==> src/rtl/lpp_pkg.sv <==
`timescale 1ns / 1ps
// Shared constants, register codes and types for the line position PID block.
// No dependencies; every other file imports this package.
package lpp_pkg;

    localparam int SAMPLE_BITS = 10;
    localparam int GAIN_W      = 8;
    localparam int CFG_DATA_W  = (SAMPLE_BITS > GAIN_W) ? SAMPLE_BITS : GAIN_W;
    localparam int CFG_IDX_W   = 2;
    localparam int MAG_W       = 3;
    localparam int ERR_W       = 4;
    localparam int DIFF_W      = 5;
    localparam int INTEG_W     = 16;
    localparam int DRIVE_W     = 24;

    localparam logic [SAMPLE_BITS-1:0] THRESHOLD_RESET = SAMPLE_BITS'(500);
    localparam logic [GAIN_W-1:0]      GAIN_P_RESET    = GAIN_W'(50);
    localparam logic [GAIN_W-1:0]      GAIN_I_RESET    = '0;
    localparam logic [GAIN_W-1:0]      GAIN_D_RESET    = '0;

    typedef enum logic [CFG_IDX_W-1:0] {
        CFG_THRESHOLD = 2'd0,
        CFG_GAIN_P    = 2'd1,
        CFG_GAIN_I    = 2'd2,
        CFG_GAIN_D    = 2'd3
    } t_cfg_idx;

    // bits[2] is the outer sensor of a side, bits[0] the inner one
    typedef struct packed {
        logic [2:0]       bits;
        logic [MAG_W-1:0] mag;
    } t_lane_res;

    typedef struct packed {
        logic [GAIN_W-1:0] gain_p;
        logic [GAIN_W-1:0] gain_i;
        logic [GAIN_W-1:0] gain_d;
    } t_gains;

endpackage

==> src/rtl/line_position_pid.sv <==
`timescale 1ns / 1ps
// Top level of the line position PID block: configuration registers, lanes, merge.
// Depends on lpp_pkg, lpp_lane and lpp_merge.
//
// Takes one set of six sensor samples per clock while o_stall is low and returns one drive
// value per set. A set passes through the lane register, the error stage, the product stage
// and the output register, and transfers out when the output is not stalled. The error stage
// updates the integral and previous error as it takes each set, which sets the rate of one set
// per cycle; the products and their sum follow in two further registered stages. Each stage
// holds its item while the next is full, so a waiting result does not stop new transfers until
// the pipeline fills. Write the configuration registers only while the block is empty.
module line_position_pid
    import lpp_pkg::*;
(
    input  logic                      i_clk,
    input  logic                      i_rst_n,
    input  logic                      i_cfg_we,
    input  logic [CFG_IDX_W-1:0]      i_cfg_idx,
    input  logic [CFG_DATA_W-1:0]     i_cfg_data,
    input  logic                      i_valid,
    output logic                      o_stall,
    input  logic [SAMPLE_BITS-1:0]    i_sample_l1,
    input  logic [SAMPLE_BITS-1:0]    i_sample_l2,
    input  logic [SAMPLE_BITS-1:0]    i_sample_l3,
    input  logic [SAMPLE_BITS-1:0]    i_sample_r1,
    input  logic [SAMPLE_BITS-1:0]    i_sample_r2,
    input  logic [SAMPLE_BITS-1:0]    i_sample_r3,
    output logic                      o_valid,
    input  logic                      i_stall,
    output logic signed [DRIVE_W-1:0] o_drive,
    output logic [5:0]                o_line_bits,
    output logic signed [ERR_W-1:0]   o_position_error
);

    logic [SAMPLE_BITS-1:0] r_threshold;
    t_gains                 r_gains;

    t_lane_res              w_left, w_right;
    logic                   r_v1;
    logic [5:0]             r_bits1;
    logic [MAG_W-1:0]       r_mag_l1, r_mag_r1;
    logic                   w_merge_stall;
    logic                   w_rdy1;

    always_ff @(posedge i_clk) begin
        if (!i_rst_n) begin
            r_threshold    <= THRESHOLD_RESET;
            r_gains.gain_p <= GAIN_P_RESET;
            r_gains.gain_i <= GAIN_I_RESET;
            r_gains.gain_d <= GAIN_D_RESET;
        end else if (i_cfg_we) begin
            case (t_cfg_idx'(i_cfg_idx))
                CFG_THRESHOLD: r_threshold    <= i_cfg_data[SAMPLE_BITS-1:0];
                CFG_GAIN_P:    r_gains.gain_p <= i_cfg_data[GAIN_W-1:0];
                CFG_GAIN_I:    r_gains.gain_i <= i_cfg_data[GAIN_W-1:0];
                CFG_GAIN_D:    r_gains.gain_d <= i_cfg_data[GAIN_W-1:0];
                default:       r_threshold    <= r_threshold;
            endcase
        end
    end

    lpp_lane u_lane_left (
        .i_threshold (r_threshold),
        .i_outer     (i_sample_l1),
        .i_middle    (i_sample_l2),
        .i_inner     (i_sample_l3),
        .o_res       (w_left)
    );

    lpp_lane u_lane_right (
        .i_threshold (r_threshold),
        .i_outer     (i_sample_r3),
        .i_middle    (i_sample_r2),
        .i_inner     (i_sample_r1),
        .o_res       (w_right)
    );

    assign w_rdy1  = !r_v1 || !w_merge_stall;
    assign o_stall = !w_rdy1;

    always_ff @(posedge i_clk) begin
        if (!i_rst_n) begin
            r_v1 <= 1'b0;
        end else if (w_rdy1) begin
            r_v1 <= i_valid;
        end
    end

    // right lane counts outer to inner, so flip it back to R1 R2 R3
    always_ff @(posedge i_clk) begin
        if (i_valid && w_rdy1) begin
            r_bits1  <= {w_left.bits, w_right.bits[0], w_right.bits[1], w_right.bits[2]};
            r_mag_l1 <= w_left.mag;
            r_mag_r1 <= w_right.mag;
        end
    end

    lpp_merge u_merge (
        .i_clk            (i_clk),
        .i_rst_n          (i_rst_n),
        .i_valid          (r_v1),
        .o_stall          (w_merge_stall),
        .i_line_bits      (r_bits1),
        .i_mag_l          (r_mag_l1),
        .i_mag_r          (r_mag_r1),
        .i_gains          (r_gains),
        .o_valid          (o_valid),
        .i_stall          (i_stall),
        .o_drive          (o_drive),
        .o_line_bits      (o_line_bits),
        .o_position_error (o_position_error)
    );

    a_err_range: assert property (@(posedge i_clk) disable iff (!i_rst_n)
        o_valid |-> (o_position_error >= -4 && o_position_error <= 4))
        else $error("position error out of range");

    a_no_line_no_err: assert property (@(posedge i_clk) disable iff (!i_rst_n)
        (o_valid && o_line_bits == 6'b000000) |-> (o_position_error == '0))
        else $error("error without any sensor on the line");

    a_reset_empty: assert property (@(posedge i_clk)
        !i_rst_n |=> !o_valid)
        else $error("result present straight after reset");

    a_stall_chain: assert property (@(posedge i_clk) disable iff (!i_rst_n)
        o_stall |-> (r_v1 && o_valid && i_stall))
        else $error("input stalled with room in the pipeline");

endmodule

==> src/rtl/lpp_lane.sv <==
`timescale 1ns / 1ps
// One side of the sensor bar: threshold compare and position magnitude.
// Depends on lpp_pkg.
module lpp_lane
    import lpp_pkg::*;
(
    input  logic [SAMPLE_BITS-1:0] i_threshold,
    input  logic [SAMPLE_BITS-1:0] i_outer,
    input  logic [SAMPLE_BITS-1:0] i_middle,
    input  logic [SAMPLE_BITS-1:0] i_inner,
    output t_lane_res              o_res
);

    logic [2:0] w_bits;

    assign w_bits = {i_outer < i_threshold, i_middle < i_threshold, i_inner < i_threshold};

    always_comb begin
        o_res.bits = w_bits;
        case (w_bits)
            3'b100:  o_res.mag = MAG_W'(1);
            3'b010:  o_res.mag = MAG_W'(2);
            3'b001:  o_res.mag = MAG_W'(3);
            3'b110:  o_res.mag = MAG_W'(4);
            default: o_res.mag = '0;
        endcase
    end

endmodule

==> src/rtl/lpp_merge.sv <==
`timescale 1ns / 1ps
// Merge of the two lanes: error, integral and derivative state, PID products and sum.
// Depends on lpp_pkg.
module lpp_merge
    import lpp_pkg::*;
(
    input  logic                      i_clk,
    input  logic                      i_rst_n,
    input  logic                      i_valid,
    output logic                      o_stall,
    input  logic [5:0]                i_line_bits,
    input  logic [MAG_W-1:0]          i_mag_l,
    input  logic [MAG_W-1:0]          i_mag_r,
    input  t_gains                    i_gains,
    output logic                      o_valid,
    input  logic                      i_stall,
    output logic signed [DRIVE_W-1:0] o_drive,
    output logic [5:0]                o_line_bits,
    output logic signed [ERR_W-1:0]   o_position_error
);

    localparam int PP_W  = GAIN_W + 1 + ERR_W;
    localparam int PI_W  = GAIN_W + 1 + INTEG_W;
    localparam int PD_W  = GAIN_W + 1 + DIFF_W;
    localparam int SUM_W = PI_W + 1;

    logic                      r_v2, r_v3, r_v4;
    logic                      w_rdy2, w_rdy3, w_rdy4, w_load2;

    logic signed [ERR_W-1:0]   r_prev;
    logic signed [INTEG_W-1:0] r_integ;

    logic signed [ERR_W-1:0]   n_err;
    logic signed [DIFF_W-1:0]  n_diff;
    logic signed [INTEG_W:0]   n_isum;
    logic signed [INTEG_W-1:0] n_integ;

    logic signed [ERR_W-1:0]   r_err2;
    logic signed [DIFF_W-1:0]  r_diff2;
    logic signed [INTEG_W-1:0] r_integ2;
    logic [5:0]                r_bits2;

    logic signed [PP_W-1:0]    r_pp3;
    logic signed [PI_W-1:0]    r_pi3;
    logic signed [PD_W-1:0]    r_pd3;
    logic signed [ERR_W-1:0]   r_err3;
    logic [5:0]                r_bits3;

    logic signed [SUM_W-1:0]   n_sum;

    assign w_rdy4  = !r_v4 || !i_stall;
    assign w_rdy3  = !r_v3 || w_rdy4;
    assign w_rdy2  = !r_v2 || w_rdy3;
    assign o_stall = !w_rdy2;
    assign w_load2 = i_valid && w_rdy2;

    assign n_err  = $signed({1'b0, i_mag_l}) - $signed({1'b0, i_mag_r});
    assign n_diff = DIFF_W'(n_err) - DIFF_W'(r_prev);
    assign n_isum = (INTEG_W+1)'(r_integ) + (INTEG_W+1)'(n_err);

    always_comb begin
        if (n_isum > $signed((INTEG_W+1)'(32767))) begin
            n_integ = INTEG_W'(32767);
        end else if (n_isum < -$signed((INTEG_W+1)'(32767))) begin
            n_integ = -$signed(INTEG_W'(32767));
        end else begin
            n_integ = n_isum[INTEG_W-1:0];
        end
    end

    assign n_sum = SUM_W'(r_pp3) + SUM_W'(r_pi3) + SUM_W'(r_pd3);

    always_ff @(posedge i_clk) begin
        if (!i_rst_n) begin
            r_v2    <= 1'b0;
            r_v3    <= 1'b0;
            r_v4    <= 1'b0;
            r_prev  <= '0;
            r_integ <= '0;
        end else begin
            if (w_rdy2) begin
                r_v2 <= i_valid;
            end
            if (w_load2) begin
                r_prev  <= n_err;
                r_integ <= n_integ;
            end
            if (w_rdy3) begin
                r_v3 <= r_v2;
            end
            if (w_rdy4) begin
                r_v4 <= r_v3;
            end
        end
    end

    always_ff @(posedge i_clk) begin
        if (w_load2) begin
            r_err2   <= n_err;
            r_diff2  <= n_diff;
            r_integ2 <= r_integ;
            r_bits2  <= i_line_bits;
        end
        if (r_v2 && w_rdy3) begin
            r_pp3   <= PP_W'($signed({1'b0, i_gains.gain_p})) * PP_W'(r_err2);
            r_pi3   <= PI_W'($signed({1'b0, i_gains.gain_i})) * PI_W'(r_integ2);
            r_pd3   <= PD_W'($signed({1'b0, i_gains.gain_d})) * PD_W'(r_diff2);
            r_err3  <= r_err2;
            r_bits3 <= r_bits2;
        end
        if (r_v3 && w_rdy4) begin
            o_drive          <= n_sum[DRIVE_W-1:0];
            o_line_bits      <= r_bits3;
            o_position_error <= r_err3;
        end
    end

    assign o_valid = r_v4;

endmodule

==> config.mk <==
export PLATFORM = sky130hd
export DESIGN_NAME = line_position_pid
export DESIGN_NICKNAME = d
export VERILOG_FILES = /design/src/rtl/lpp_pkg.sv /design/src/rtl/line_position_pid.sv /design/src/rtl/lpp_lane.sv /design/src/rtl/lpp_merge.sv
export SDC_FILE = /design/constraint.sdc
export NUM_CORES = 1
export LEC_CHECK = 0
export BUFFER_PORTS_ARGS = -buffer_cell sky130_fd_sc_hd__buf_2
export CAP_MARGIN = 5
export CORE_ASPECT_RATIO = 0.7
export CORE_MARGIN = 4
export CORE_UTILIZATION = 35
export DETAILED_ROUTE_END_ITERATION = 10
export PLACE_DENSITY = 0.56
export SYNTH_ARGS = -nofsm -noshare
export SYNTH_HDL_FRONTEND = slang
export SYNTH_SLANG_ARGS = --single-unit
==> constraint.sdc <==
create_clock -name i_clk -period 7 [get_ports i_clk]
set_input_delay 0.7 -clock i_clk [delete_from_list [all_inputs] [get_ports i_clk]]
set_output_delay 0.7 -clock i_clk [all_outputs]
set_load 0.01 [all_outputs]
# Word level (Yosys, flattened, before mapping)
# Cells that the tools add are included.
[totals]
output_inout_bits = 36
input_bits = 77
register_bits = 196
[op_classes]
n_mux = 4
n_lt_le_gt_ge = 8
add_sub_neg = 5
multipliers = 3
reduce_logical = 19
n_eq_ne = 11
[ops]
columns = ["cell", "count"]
rows = [
  ["< comparator 10 bit", 6],
  ["two-way mux 16 bit", 2],
  ["adder 13 x 24 -> 24 bit", 1],
  ["adder 24 x 14 -> 24 bit", 1],
  ["multiplier 9 x 16 -> 24 bit", 1],
  ["one-hot mux 3 bit (4 select lines)", 2],
  ["adder 16 x 4 -> 17 bit", 1],
  ["> comparator 17 x 16 -> 1 bit (second input constant)", 1],
  ["< comparator 17 x 16 -> 1 bit (second input constant)", 1],
  ["multiplier 9 x 5 -> 14 bit", 1],
  ["multiplier 9 x 4 -> 13 bit", 1],
  ["equality test 3 bit (second input constant)", 4],
  ["AND reduction 2 bit", 4],
  ["equality test 3 x 1 -> 1 bit (second input constant)", 2],
  ["equality test 3 x 2 -> 1 bit (second input constant)", 2],
  ["zero test 1 bit", 6],
  ["subtractor 4 x 4 -> 5 bit", 1],
  ["equality test 2 bit (second input constant)", 2],
  ["logical AND 1 bit", 4],
  ["logical OR 1 bit", 4],
  ["subtractor 3 x 3 -> 4 bit", 1],
  ["equality test 2 x 1 -> 1 bit (second input constant)", 1],
  ["zero test 2 bit", 1],
]

# Logic depth before layout (Yosys ltp)
# Gate-level depths: netlist (run 1).
[depth]
depth_word = 6
mapped_depth = 21
ltp_nobuf = 20

# Modules after synthesis
# From an unflattened synthesis (run 1), not the netlist that was laid out.
[unflattened]
hier_cells = 1676
hier_area_um2 = 17285.3
[by_module_without_submodules]
columns = ["module", "cells_each", "seq_area_each_um2", "area_per_inst_um2", "n_inst"]
rows = [
  ["lpp_merge", 1364, 4244.1, 14106.0, 1],
  ["line_position_pid", 150, 1061.0, 1785.5, 1],
  ["lpp_lane", 81, 0.0, 696.9, 2],
]

# Worst setup path before layout (run 1)
# OpenSTA, ideal clock, no wires.
[synth_timing]
path_type = "register to register"
startpoint = "register r_gains[10] (netlist bit)"
endpoint = "register u_merge.r_pi3[23] (data pin)"
setup_ps = 260
stages_incl_launch_ff = 21
setup_slack_ps = 1889
synth_period_minus_slack_ps = 5111
t_required_ps = 6740
arrival_ps = 4851
cell_sequence = "dfxtp_1 > clkbuf_1 > clkbuf_1 > nand2_1 > fa_1 > inv_1 > fa_1 > fa_1 > inv_1 > fa_1 > inv_1 > ha_1 > o21ai_0 > a21oi_1 > o211ai_1 > a311oi_1 > and3b_1 > a211oi_1 > a21o_1 > a21oi_1 > xnor2_1"
[synth_via]
elab_chain_cells = 1
[synth_lines]
columns = ["element", "line", "source"]
rows = [
  ["from (decl)", "line_position_pid.sv:36", "t_gains r_gains;"],
  ["multiplier 9 x 16 -> 24 bit", "lpp_merge.sv:106", "r_pi3 <= PI_W'($signed({1'b0, i_gains.gain_i})) * PI_W'(r_integ2);"],
  ["to (signal assigned)", "lpp_merge.sv:106", ""],
  ["to (decl)", "lpp_merge.sv:44", "logic signed [PI_W-1:0] r_pi3;"],
]
# No other way between the ends.
# A chain may end at the register's enable or synchronous reset.

# Final worst setup path (run 1)
# Same ends and word-level chain as after synthesis.

==> flow_metrics.env, run 1 <==
export IMPL_outcome="finished clean"
export IMPL_drt_iter0_markers=645
export IMPL_critPathSlowestCell="dfxtp_1"
export IMPL_p_leak_nw=8.871
export IMPL_maxCapViolCount=0
export IMPL_swShare_pct=34.03
export IMPL_worstPathRequired_ns=7.19
export IMPL_final_setup_viol_count=0
export IMPL_cts_tree="yes"
export IMPL_rsz0062_at_grt="false"
export IMPL_path_delay_family="adder cells"
export IMPL_fin_skew_ns=0.01831
export IMPL_ys_seq_area_share_pct=31.25
export IMPL_drtPass1Iterations=5
export IMPL_start_util_pct=35.46
export IMPL_ys_seq_elements=196
export IMPL_postCtsHoldBufs=0
export IMPL_wire_per_inst_um=15.48
export IMPL_dp_cells=2379
export IMPL_gp_congestion=0.8238
export IMPL_rows=67
export IMPL_seqPwrFrac_pct=40.0
export IMPL_crit_buf_inv=3
export IMPL_critPathMaxStageDelay_ns=0.70
export IMPL_p_int_mw=2.360
export IMPL_die_area_um2=52140
export IMPL_areaGrowthSynthToFinish_pct=11.69
export IMPL_max_freq_mhz=183.8
export IMPL_path_cells="nand2_1, fa_1, inv_1, fa_1, fa_1, inv_1, fa_1, inv_1, ha_1, o21ai_0, a21oi_1, o211ai_1, a311oi_1, and3b_1, a211oi_1, a21o_1, a21oi_1, xnor2_1"
export IMPL_synth_top_area_share_pct=24.41
export IMPL_p_comb_share_pct=30.9
export IMPL_cts_setup_buffers=0
export IMPL_fin_nets=2178
export IMPL_utilization_pct=39.61
export IMPL_clkLatencyLatePin_ns=0.45
export IMPL_diodes=0
export IMPL_clk_pin_slew_ns=0.09
export IMPL_drc_errors=0
export IMPL_grt_pass1_wl_um=61490
export IMPL_irDropWorstVdd_mv=0.1313
export IMPL_crit_top_cell="fa_1"
export IMPL_syn_area_um2=16970
export IMPL_syn_num_nets=2070
export IMPL_cp_start_kind="register"
export IMPL_finalCriticalPeriod_ns=5.440
export IMPL_hold_viol=0
export IMPL_grt_total_usage_pct=14.75
export IMPL_clock_sinks=196
export IMPL_cts_buffers=17
export IMPL_finalCritPeriodShare_pct=77.71
export IMPL_vias=11420
export IMPL_viasPerCell=4.736
export IMPL_drive_gt1_share_pct=10.54
export IMPL_synth_avg_cell_area_um2=10.38
export IMPL_yosys_area_top_type="edfxtp_1"
export IMPL_first_global_vias=11430
export IMPL_synthFlopType="edfxtp_1"
export IMPL_worstMarginPinSlew_ns=1.035
export IMPL_ys_warn_count=0
export IMPL_worst_ep_arrival_time_ns=5.63
export IMPL_stdcell_area_um2=18960
export IMPL_routed_wl_um=37330
export IMPL_slew_headroom_pct=30.70
export IMPL_end_kind="register"
export IMPL_clockRootBuffer="clkbuf_16"
export IMPL_crit_fanout=17
export IMPL_final_cells=2411
export IMPL_antenna_found_initial=0
export IMPL_synth_area_leaders="edfxtp_1, fa_1, ha_1"
export IMPL_synth_edf_count=138
export IMPL_grt_max_degree=62
export IMPL_final_max_slew_viol_count=0
export IMPL_fillCellCount=4688
export IMPL_dp_hpwl_um=30800
export IMPL_die_height_um=192.3
export IMPL_placed_area_um2=18310
export IMPL_ys_types=72
export IMPL_power_density_nw_per_um2=188.7
export IMPL_coreArea_um2=47870
export IMPL_cts_max_level=4
export IMPL_antenna_left=0
export IMPL_pin_count=113
export IMPL_overflow=0
export IMPL_pre_cts_ws_ns=1.642
export IMPL_io_buffer_count=112
export IMPL_path_class="reg -> reg"
export IMPL_ys_async_sr_fraction_pct=0
export IMPL_fin_ws_ns=1.560
export IMPL_die_x_um=271.2
export IMPL_netlist_instances=1635
export IMPL_clkPwrFrac_pct=29.1
export IMPL_p_sw_mw=1.218
export IMPL_holdCritPathClass="reg -> reg"
export IMPL_cts_resized=0
export IMPL_final_setup_tns_ns=0
export IMPL_clockBufferDepth=2
[layout make-up]
class                           count  area (µm²)  area share, %
Timing Repair Buffer              116       590.6          3.115
Clock inverter                     15       227.7          1.201
Inverter                          251       942.2          4.970
Multi-Input combinational cell   1161       10650          56.16
Clock buffer                       17       425.4          2.244
Sequential cell                   196        5305          27.98
Tap cell                          655       819.5          4.323
[cells by family (layout without fill, tap and decap cells)]
kind of cell | count (synthesis) | count (layout) | synth area share (%)
mux | 25 | 25 | 1.482
flops | 196 | 196 | 31.25
xor+xnor | 76 | 76 | 3.966
buf+inv | 278 | 399 | 6.155
fa+ha+maj | 363 | 363 | 33.72
compound gates | 264 | 264 | 10.53
simple gates | 433 | 433 | 12.90
[per-stage QoR]
stage / hold WS, ns / power, mW
after CTS: 0.4166 / 3.614
after global placement: 0.4012 / 2.531
after global routing: 0.4307 / 3.835
after detailed placement: 0.4045 / 2.560
after floorplan: 0.4003 / 2.271
final: 0.4163 / 3.578
[synth_stat cells (5+ instances only)]
cell type,instances
a211oi_1,8
a21boi_0,8
a21o_1,22
a21oi_1,81
a31oi_1,6
and2_1,113
and3_1,7
clkbuf_1,23
dfxtp_1,58
edfxtp_1,138
fa_1,159
ha_1,199
inv_1,251
maj3_1,5
mux2i_1,24
nand2_1,145
nand2b_1,21
nand3_1,16
nor2_1,52
nor2b_1,39
nor3_1,17
o211ai_1,10
o21a_1,10
o21ai_0,50
o21bai_1,9
o221a_2,8
o41ai_1,7
or3_1,5
xnor2_1,59
xor2_1,16
[power groups by stage]
stage / Sequential [mW] / Combinational, mW / Clock, mW
6_report: 1.43 / 1.10 / 1.04
5_1_grt: 1.44 / 1.27 / 1.13
4_1_cts: 1.43 / 1.11 / 1.07
3_5_place_dp: 1.46 / 1.10 / 0
3_3_place_gp: 1.46 / 1.07 / 0
2_1_floorplan: 1.42 / 0.847 / 0
[cell usage in the layout (no fill, tap or decap), types with 24 or more instances in the layout]
cell type  count
nor2b_1       38
a21oi_1       81
nor2_1        52
nand2_1      145
inv_1        250
edfxtp_1     138
xnor2_1       59
ha_1         199
fa_1         159
buf_2        112
dfxtp_1       58
o21ai_0       50
mux2i_1       24
and2_1       113
[routing by layer]
layer | routed length, µm | track usage [%] | vias to the layer above
met4 | 374 | 2.339 | 0
met5 | 0 | 0 | -
met2 | 15000 | 21.44 | 195
li1 | - | - | 5696
met3 | 1635 | 3.331 | 24
met1 | 20320 | 22.73 | 5503
[sequential cells by signal (all words and copies together), names as in the netlist, 5 cells and up]
name / flops
u_merge.r_bits2: 6
r_gains: 24
u_merge.r_pp3: 13
u_merge.r_diff2: 5
u_merge.o_drive: 24
u_merge.o_line_bits: 6
u_merge.r_bits3: 6
u_merge.r_pd3: 14
r_threshold: 10
u_merge.r_integ: 16
r_bits1: 6
u_merge.r_pi3: 24
u_merge.r_integ2: 16
[worst paths after layout]
| path | slack [ns] | endpoint | depth (start not counted) | startpoint |
|---|---|---|---|---|
| worst max register to register | 1.56 | u_merge.r_pi3[23]$_DFFE_PP_ | 18 | r_gains[10]$_SDFFE_PN0P_ |
| worst min-delay path | 0.42 | u_merge.o_line_bits[4]$_DFFE_PP_ | 0 | u_merge.r_bits3[4]$_DFFE_PP_ |
| worst max-delay path | 1.56 | u_merge.r_pi3[23]$_DFFE_PP_ | 18 | r_gains[10]$_SDFFE_PN0P_ |
| worst min register to register | 0.42 | u_merge.o_line_bits[4]$_DFFE_PP_ | 0 | u_merge.r_bits3[4]$_DFFE_PP_ |
(Power assumes the default switching activity.)
==> inputs of run 2 (changes only) <==
==> constraint.sdc (replaced) <==
create_clock -name i_clk -period 5.65 [get_ports i_clk]
set_input_delay 0.565 -clock i_clk [delete_from_list [all_inputs] [get_ports i_clk]]
set_output_delay 0.565 -clock i_clk [all_outputs]
set_load 0.01 [all_outputs]
==> run 2 against run 1 <==
Cell count is 0.33% higher; routed wire length fell by 0.57%; count of clock-buffer cells in the layout is the same; sequential power is 23% higher; clock skew rose by 0.0017 ns; fmax rose by 4.8%; combinational power rose by 25%; worst hold slack got worse by 0.084 ns; clock power increased by 23%; critical path type unchanged; via count decreased by 0.51%.
==> flow_metrics.env, run 2 (same netlist as run 1, synthesis figures left out) <==
export IMPL_drive_gt1_share_pct=11.22
export IMPL_cts_setup_buffers=0
export IMPL_r2r_end="u_merge.r_pi3[23]$_DFFE_PP_"
export IMPL_cp_start_kind="register"
export IMPL_worst_r2r_cell_count=18
export IMPL_coreArea_um2=47870
export IMPL_viasPerCell=4.696
export IMPL_p_sw_mw=1.524
export IMPL_vias=11360
export IMPL_clkPwrFrac_pct=29.0
export IMPL_final_max_slew_viol_count=0
export IMPL_clock_sinks=196
export IMPL_clockBufferDepth=2
export IMPL_rows=67
export IMPL_min_delay_start="i_valid"
export IMPL_gp_congestion=0.8109
export IMPL_worstPathRequired_ns=5.84
export IMPL_diodes=0
export IMPL_swShare_pct=34.52
export IMPL_dp_cells=2387
export IMPL_power_density_nw_per_um2=232.2
export IMPL_start_util_pct=35.46
export IMPL_p_comb_share_pct=31.1
export IMPL_finalCritPeriodShare_pct=91.91
export IMPL_path_class="reg -> reg"
export IMPL_drtPass1Iterations=5
export IMPL_final_cells=2419
export IMPL_areaGrowthSynthToFinish_pct=12.01
export IMPL_grt_pass1_wl_um=62090
export IMPL_crit_fanout=12
export IMPL_slew_headroom_pct=30.84
export IMPL_worstMarginPinSlew_ns=1.033
export IMPL_fillCellCount=4725
export IMPL_clockRootBuffer="clkbuf_16"
export IMPL_fin_nets=2186
export IMPL_final_cell_mix="inv_1, ha_1, fa_1"
export IMPL_holdCritPathClass="in -> reg"
export IMPL_fin_skew_ns=0.02000
export IMPL_end_kind="register"
export IMPL_io_buffer_count=112
export IMPL_routed_wl_um=37120
export IMPL_pin_count=113
export IMPL_rsz0062_at_grt="false"
export IMPL_worst_ep_arrival_time_ns=5.38
export IMPL_dp_hpwl_um=30570
export IMPL_path_cells="nand2_1, fa_1, inv_1, fa_1, inv_1, fa_1, fa_1, inv_1, ha_1, o21ai_0, o21ai_0, o211ai_1, a311oi_2, and3b_1, a211oi_2, a21o_1, a21oi_1, xnor2_1"
export IMPL_antenna_left=0
export IMPL_worst_hold_path_endpoint="r_v1$_SDFFE_PN0N_"
export IMPL_clkLatencyLatePin_ns=0.46
export IMPL_p_leak_nw=8.908
export IMPL_irDropWorstVdd_mv=0.1804
export IMPL_hold_viol=0
export IMPL_wire_per_inst_um=15.34
export IMPL_r2r_start="r_gains[10]$_SDFFE_PN0P_"
export IMPL_drt_iter0_markers=646
export IMPL_antenna_found_initial=1
export IMPL_final_setup_viol_count=0
export IMPL_utilization_pct=39.72
export IMPL_overflow=0
export IMPL_grt_total_usage_pct=14.90
export IMPL_grt_max_degree=62
export IMPL_critPathSlowestCell="fa_1"
export IMPL_largestRegisters="r_gains: 24 flops, u_merge.o_drive: 24 flops, u_merge.r_pi3: 24 flops"
export IMPL_first_global_vias=11640
export IMPL_critPathMaxStageDelay_ns=0.55
export IMPL_final_setup_tns_ns=0
export IMPL_maxCapViolCount=0
export IMPL_cts_tree="yes"
export IMPL_finalCriticalPeriod_ns=5.193
export IMPL_max_freq_mhz=192.6
export IMPL_die_area_um2=52140
export IMPL_postCtsHoldBufs=0
export IMPL_cts_max_level=4
export IMPL_clk_pin_slew_ns=0.08
export IMPL_ff2ff_setup_slack_ns=0.46
export IMPL_outcome="finished clean"
export IMPL_crit_top_cell="fa_1"
export IMPL_drc_errors=0
export IMPL_cts_resized=0
export IMPL_die_height_um=192.3
export IMPL_hold_depth=2
export IMPL_cts_buffers=17
export IMPL_seqPwrFrac_pct=40.0
export IMPL_layout_commonest_cell="inv_1"
export IMPL_p_int_mw=2.890
export IMPL_die_x_um=271.2
## run 2: power groups by stage
stage          Sequential, mW  Clock (mW)  Combinational (mW)
2_1_floorplan            1.76           0                1.05
3_3_place_gp             1.79           0                1.35
3_5_place_dp             1.80           0                1.37
4_1_cts                  1.76        1.31                1.38
5_1_grt                  1.78        1.39                1.58
6_report                 1.76        1.28                1.37
## run 2: worst max-delay path by stage
stage,start,to,slack [ns]
floorplan,r_gains[10]$_SDFFE_PN0P_,u_merge.r_pi3[23]$_DFFE_PP_,0.54
global placement,r_gains[13]$_SDFFE_PN0P_,u_merge.r_pi3[23]$_DFFE_PP_,0.32
detailed placement,r_gains[13]$_SDFFE_PN0P_,u_merge.r_pi3[23]$_DFFE_PP_,0.24
CTS,r_gains[13]$_SDFFE_PN0P_,u_merge.r_pi3[23]$_DFFE_PP_,0.19
global route,u_merge.r_integ2[4]$_DFFE_PP_,u_merge.r_pi3[23]$_DFFE_PP_,0.07
finish,r_gains[10]$_SDFFE_PN0P_,u_merge.r_pi3[23]$_DFFE_PP_,0.46
## run 2: stage by stage
| step | setup slack [ns] | power (mW) | instance area, µm² | hold slack, ns |
|---|---|---|---|---|
| after global placement | 0.3190 | 3.143 | 18370 | 0.4018 |
| after global routing | 0.07104 | 4.744 | 19010 | 0.3160 |
| final | 0.4571 | 4.414 | 19010 | 0.3319 |
| after CTS | 0.1859 | 4.463 | 19000 | 0.3090 |
| after floorplan | 0.5387 | 2.813 | 16970 | 0.4003 |
| after detailed placement | 0.2351 | 3.169 | 18370 | 0.4045 |
## run 2: cell type report
type | count | area [µm²] | share of cell area, %
Clock buffer | 17 | 425.4 | 2.238
Sequential cell | 196 | 5309 | 27.92
Tap cell | 655 | 819.5 | 4.311
Inverter | 251 | 942.2 | 4.956
Timing Repair Buffer | 124 | 650.6 | 3.422
Multi-Input combinational cell | 1161 | 10660 | 56.06
Clock inverter | 15 | 206.4 | 1.086
## run 2: worst max-delay path: cells and delay by family, from the launching register on
family | cells | cell delay [ns]
flip-flops | 1 | 0.54
adder cells (fa/ha/maj) | 5 | 2.40
AO/OA/AOI/OAI | 7 | 1.35
AND/OR/NAND/NOR | 2 | 0.37
XOR/XNOR | 1 | 0.13
buffers and inverters | 3 | 0.16
## run 2: layer usage
layer	routed length [µm]	vias up	global-route usage [%]
met5	0	-	0
met4	214	0	2.199
met3	1268	13	2.709
met2	15040	161	21.75
met1	20590	5463	23.37
li1	-	5723	-
==> inputs of run 3 (changes only) <==
--- a/config.mk
+++ b/config.mk
@@ -5,8 +5,7 @@
 export SDC_FILE = /design/constraint.sdc
 export NUM_CORES = 1
 export LEC_CHECK = 0
-export BUFFER_PORTS_ARGS = -buffer_cell sky130_fd_sc_hd__buf_2
-export CAP_MARGIN = 5
+export BUFFER_PORTS_ARGS = -buffer_cell sky130_fd_sc_hd__clkbuf_2
 export CORE_ASPECT_RATIO = 0.7
 export CORE_MARGIN = 4
 export CORE_UTILIZATION = 35
@@ -14,4 +13,5 @@
 export PLACE_DENSITY = 0.56
 export SYNTH_ARGS = -nofsm -noshare
 export SYNTH_HDL_FRONTEND = slang
+export SYNTH_HIERARCHICAL = 1
 export SYNTH_SLANG_ARGS = --single-unit
==> run 3 against run 2 <==
Clock power down 3%; synthesized cell count rose by 2.5%; largest cell class unchanged; first-iteration DRC count grew 0.77%.
==> flow_metrics.env, run 3 <==
export IMPL_outcome="finished clean"
export IMPL_synthFlopType="edfxtp_1"
export IMPL_crit_buf_inv=4
export IMPL_vias=11800
export IMPL_synth_area_leaders="edfxtp_1, fa_1, ha_1"
export IMPL_synth_most_common_cell="inv_1"
export IMPL_drtPass1Iterations=5
export IMPL_worstPathRequired_ns=5.84
export IMPL_areaGrowthSynthToFinish_pct=11.44
export IMPL_antenna_found_initial=3
export IMPL_final_max_slew_viol_count=0
export IMPL_min_delay_start="i_valid"
export IMPL_viasPerCell=4.789
export IMPL_clk_pin_slew_ns=0.07
export IMPL_slew_headroom_pct=32.23
export IMPL_synth_commonest_cells="inv_1, ha_1, nand2_1, fa_1, edfxtp_1"
export IMPL_gp_congestion=0.8308
export IMPL_crit_top_cell="fa_1"
export IMPL_worstMarginPinSlew_ns=1.014
export IMPL_path_cells="buf_4, nand2_1, fa_1, inv_1, fa_1, fa_1, inv_1, fa_1, inv_1, ha_1, o21ai_0, nand2b_1, a21oi_1, a31oi_1, a41oi_1, o2111a_1, or3_1, xnor2_1"
export IMPL_rows=67
export IMPL_cts_max_level=4
export IMPL_drc_errors=0
export IMPL_irDropWorstVdd_mv=0.1651
export IMPL_grt_pass1_wl_um=63910
export IMPL_fin_nets=2230
export IMPL_ys_warn_count=6
export IMPL_critPathMaxStageDelay_ns=0.59
export IMPL_die_area_um2=53060
export IMPL_whs_ns=0.3447
export IMPL_antenna_left=0
export IMPL_ys_types=78
export IMPL_path_delay_family="adder cells"
export IMPL_clockBufferDepth=2
export IMPL_ys_seq_area_share_pct=30.69
export IMPL_routed_wl_um=37930
export IMPL_cts_tree="yes"
export IMPL_diodes=0
export IMPL_grt_total_usage_pct=14.93
export IMPL_wire_per_inst_um=15.40
export IMPL_final_cell_mix="inv_1, ha_1, nand2_1"
export IMPL_die_x_um=273.6
export IMPL_drive_gt1_share_pct=10.40
export IMPL_final_setup_tns_ns=0
export IMPL_dp_hpwl_um=31710
export IMPL_ys_seq_elements=196
export IMPL_max_freq_mhz=193.3
export IMPL_coreArea_um2=48370
export IMPL_hold_viol=0
export IMPL_grt_max_degree=62
export IMPL_worst_ep_arrival_time_ns=5.36
export IMPL_layout_commonest_cell="inv_1"
export IMPL_p_leak_nw=8.907
export IMPL_fin_skew_ns=0.008570
export IMPL_finalCritPeriodShare_pct=91.56
export IMPL_syn_area_um2=17290
export IMPL_ys_async_sr_fraction_pct=0
export IMPL_final_setup_viol_count=0
export IMPL_clock_sinks=196
export IMPL_yosys_area_top_type="edfxtp_1"
export IMPL_synth_avg_cell_area_um2=10.31
export IMPL_drt_iter0_markers=651
export IMPL_pin_count=113
export IMPL_die_height_um=193.9
export IMPL_crit_fanout=13
export IMPL_postCtsHoldBufs=0
export IMPL_r2r_start="r_gains[13]$_SDFFE_PN0P_"
export IMPL_netlist_instances=1676
export IMPL_synth_edf_count=138
export IMPL_clockRootBuffer="clkbuf_16"
export IMPL_maxCapViolCount=0
export IMPL_syn_num_nets=2111
export IMPL_holdCritPathClass="in -> reg"
export IMPL_start_util_pct=35.74
export IMPL_path_class="reg -> reg"
export IMPL_synth_top_area_share_pct=23.97
export IMPL_critPathSlowestCell="fa_1"
export IMPL_overflow=0
export IMPL_cts_buffers=17
export IMPL_critPathLaunch="r_gains[13]$_SDFFE_PN0P_"
export IMPL_clkLatencyLatePin_ns=0.44
export IMPL_largestRegisters="r_gains: 24 flops, u_merge/o_drive: 24 flops, u_merge/r_pi3: 24 flops"
export IMPL_end_kind="register"
export IMPL_first_global_vias=12050
export IMPL_rsz0062_at_grt="false"
export IMPL_power_density_nw_per_um2=229.8
export IMPL_cp_start_kind="register"
export IMPL_io_buffer_count=112
export IMPL_finalCriticalPeriod_ns=5.173
[run 3: cell count changes after synthesis, moves of 11 or more]
cell	change
nand2_1	+15
nor2b_1	-24
a211oi_1	+19
inv_1	+20
nor2_1	+18
and2_1	-12
a21oi_1	-14
clkbuf_1	-11
[run 3: stage by stage]
step / cell area (µm²) / instances / total power [mW] / utilization [%] / setup slack [ns]
global route: 19260 / 2463 / 4.759 / 39.83 / 0.1405
global placement: 18640 / 2431 / 3.194 / 38.53 / 0.4254
CTS: 19250 / 2463 / 4.486 / 39.81 / 0.3037
finish: 19260 / 2463 / 4.427 / 39.83 / 0.4769
detailed placement: 18640 / 2431 / 3.216 / 38.53 / 0.3313
floorplan: 17290 / 1676 / 2.850 / - / 0.6030
[run 3: logic make-up (layout without fill, tap and decap cells)]
kind of cell | after synthesis | count (layout) | share of synthesized area [%]
AOI/OAI and AO/OA | 269 | 269 | 10.73
and+or+nand+nor | 453 | 453 | 13.57
DFF | 196 | 196 | 30.69
muxes | 31 | 31 | 1.795
buffers and inverters | 298 | 430 | 6.782
adders and majority gates | 360 | 360 | 32.94
xor gates and xnor gates | 69 | 69 | 3.496
[run 3: final cells by class]
class	instances	area, µm²
fillers	4779	29110
multi-input cells	1182	10830
flip-flops and latches	196	5306
inverters	272	1021
well taps	655	819.5
repair buffers	126	665.6
clock buffers	20	489.2
clock inverters	12	127.6
[run 3: repair_timing]
| item | CTS | global route |
|---|---|---|
| gates resized for setup | 0 | 2 |
| endpoints found under the setup margin | 0 | 1 |
| setup buffers | 0 | 0 |
[run 3: final timing paths]
path / endpoint / slack (ns) / cells past startpoint
max: u_merge/r_pi3[20]$_DFFE_PP_ / 0.48 / 18
min: r_v1$_SDFFE_PN0P_ / 0.34 / 2
max reg2reg: u_merge/r_pi3[20]$_DFFE_PP_ / 0.48 / 18
min reg2reg: u_merge/r_bits3[2]$_DFFE_PP_ / 0.42 / 0
[run 3: per-layer routing]
| layer | GRT usage (%) | up-vias | routed length (µm) |
|---|---|---|---|
| met3 | 2.870 | 16 | 1637 |
| met1 | 23.90 | 5681 | 20980 |
| met5 | 0 | - | 0 |
| li1 | - | 5903 | - |
| met4 | 2.298 | 0 | 167 |
| met2 | 21.04 | 195 | 15140 |
[run 3: power breakdown]
part           internal [mW]  total (mW)  switching, mW
Sequential              1.68        1.77         0.0932
Combinational          0.608        1.41          0.806
Clock                  0.654        1.24          0.587
Total                   2.94        4.43           1.49
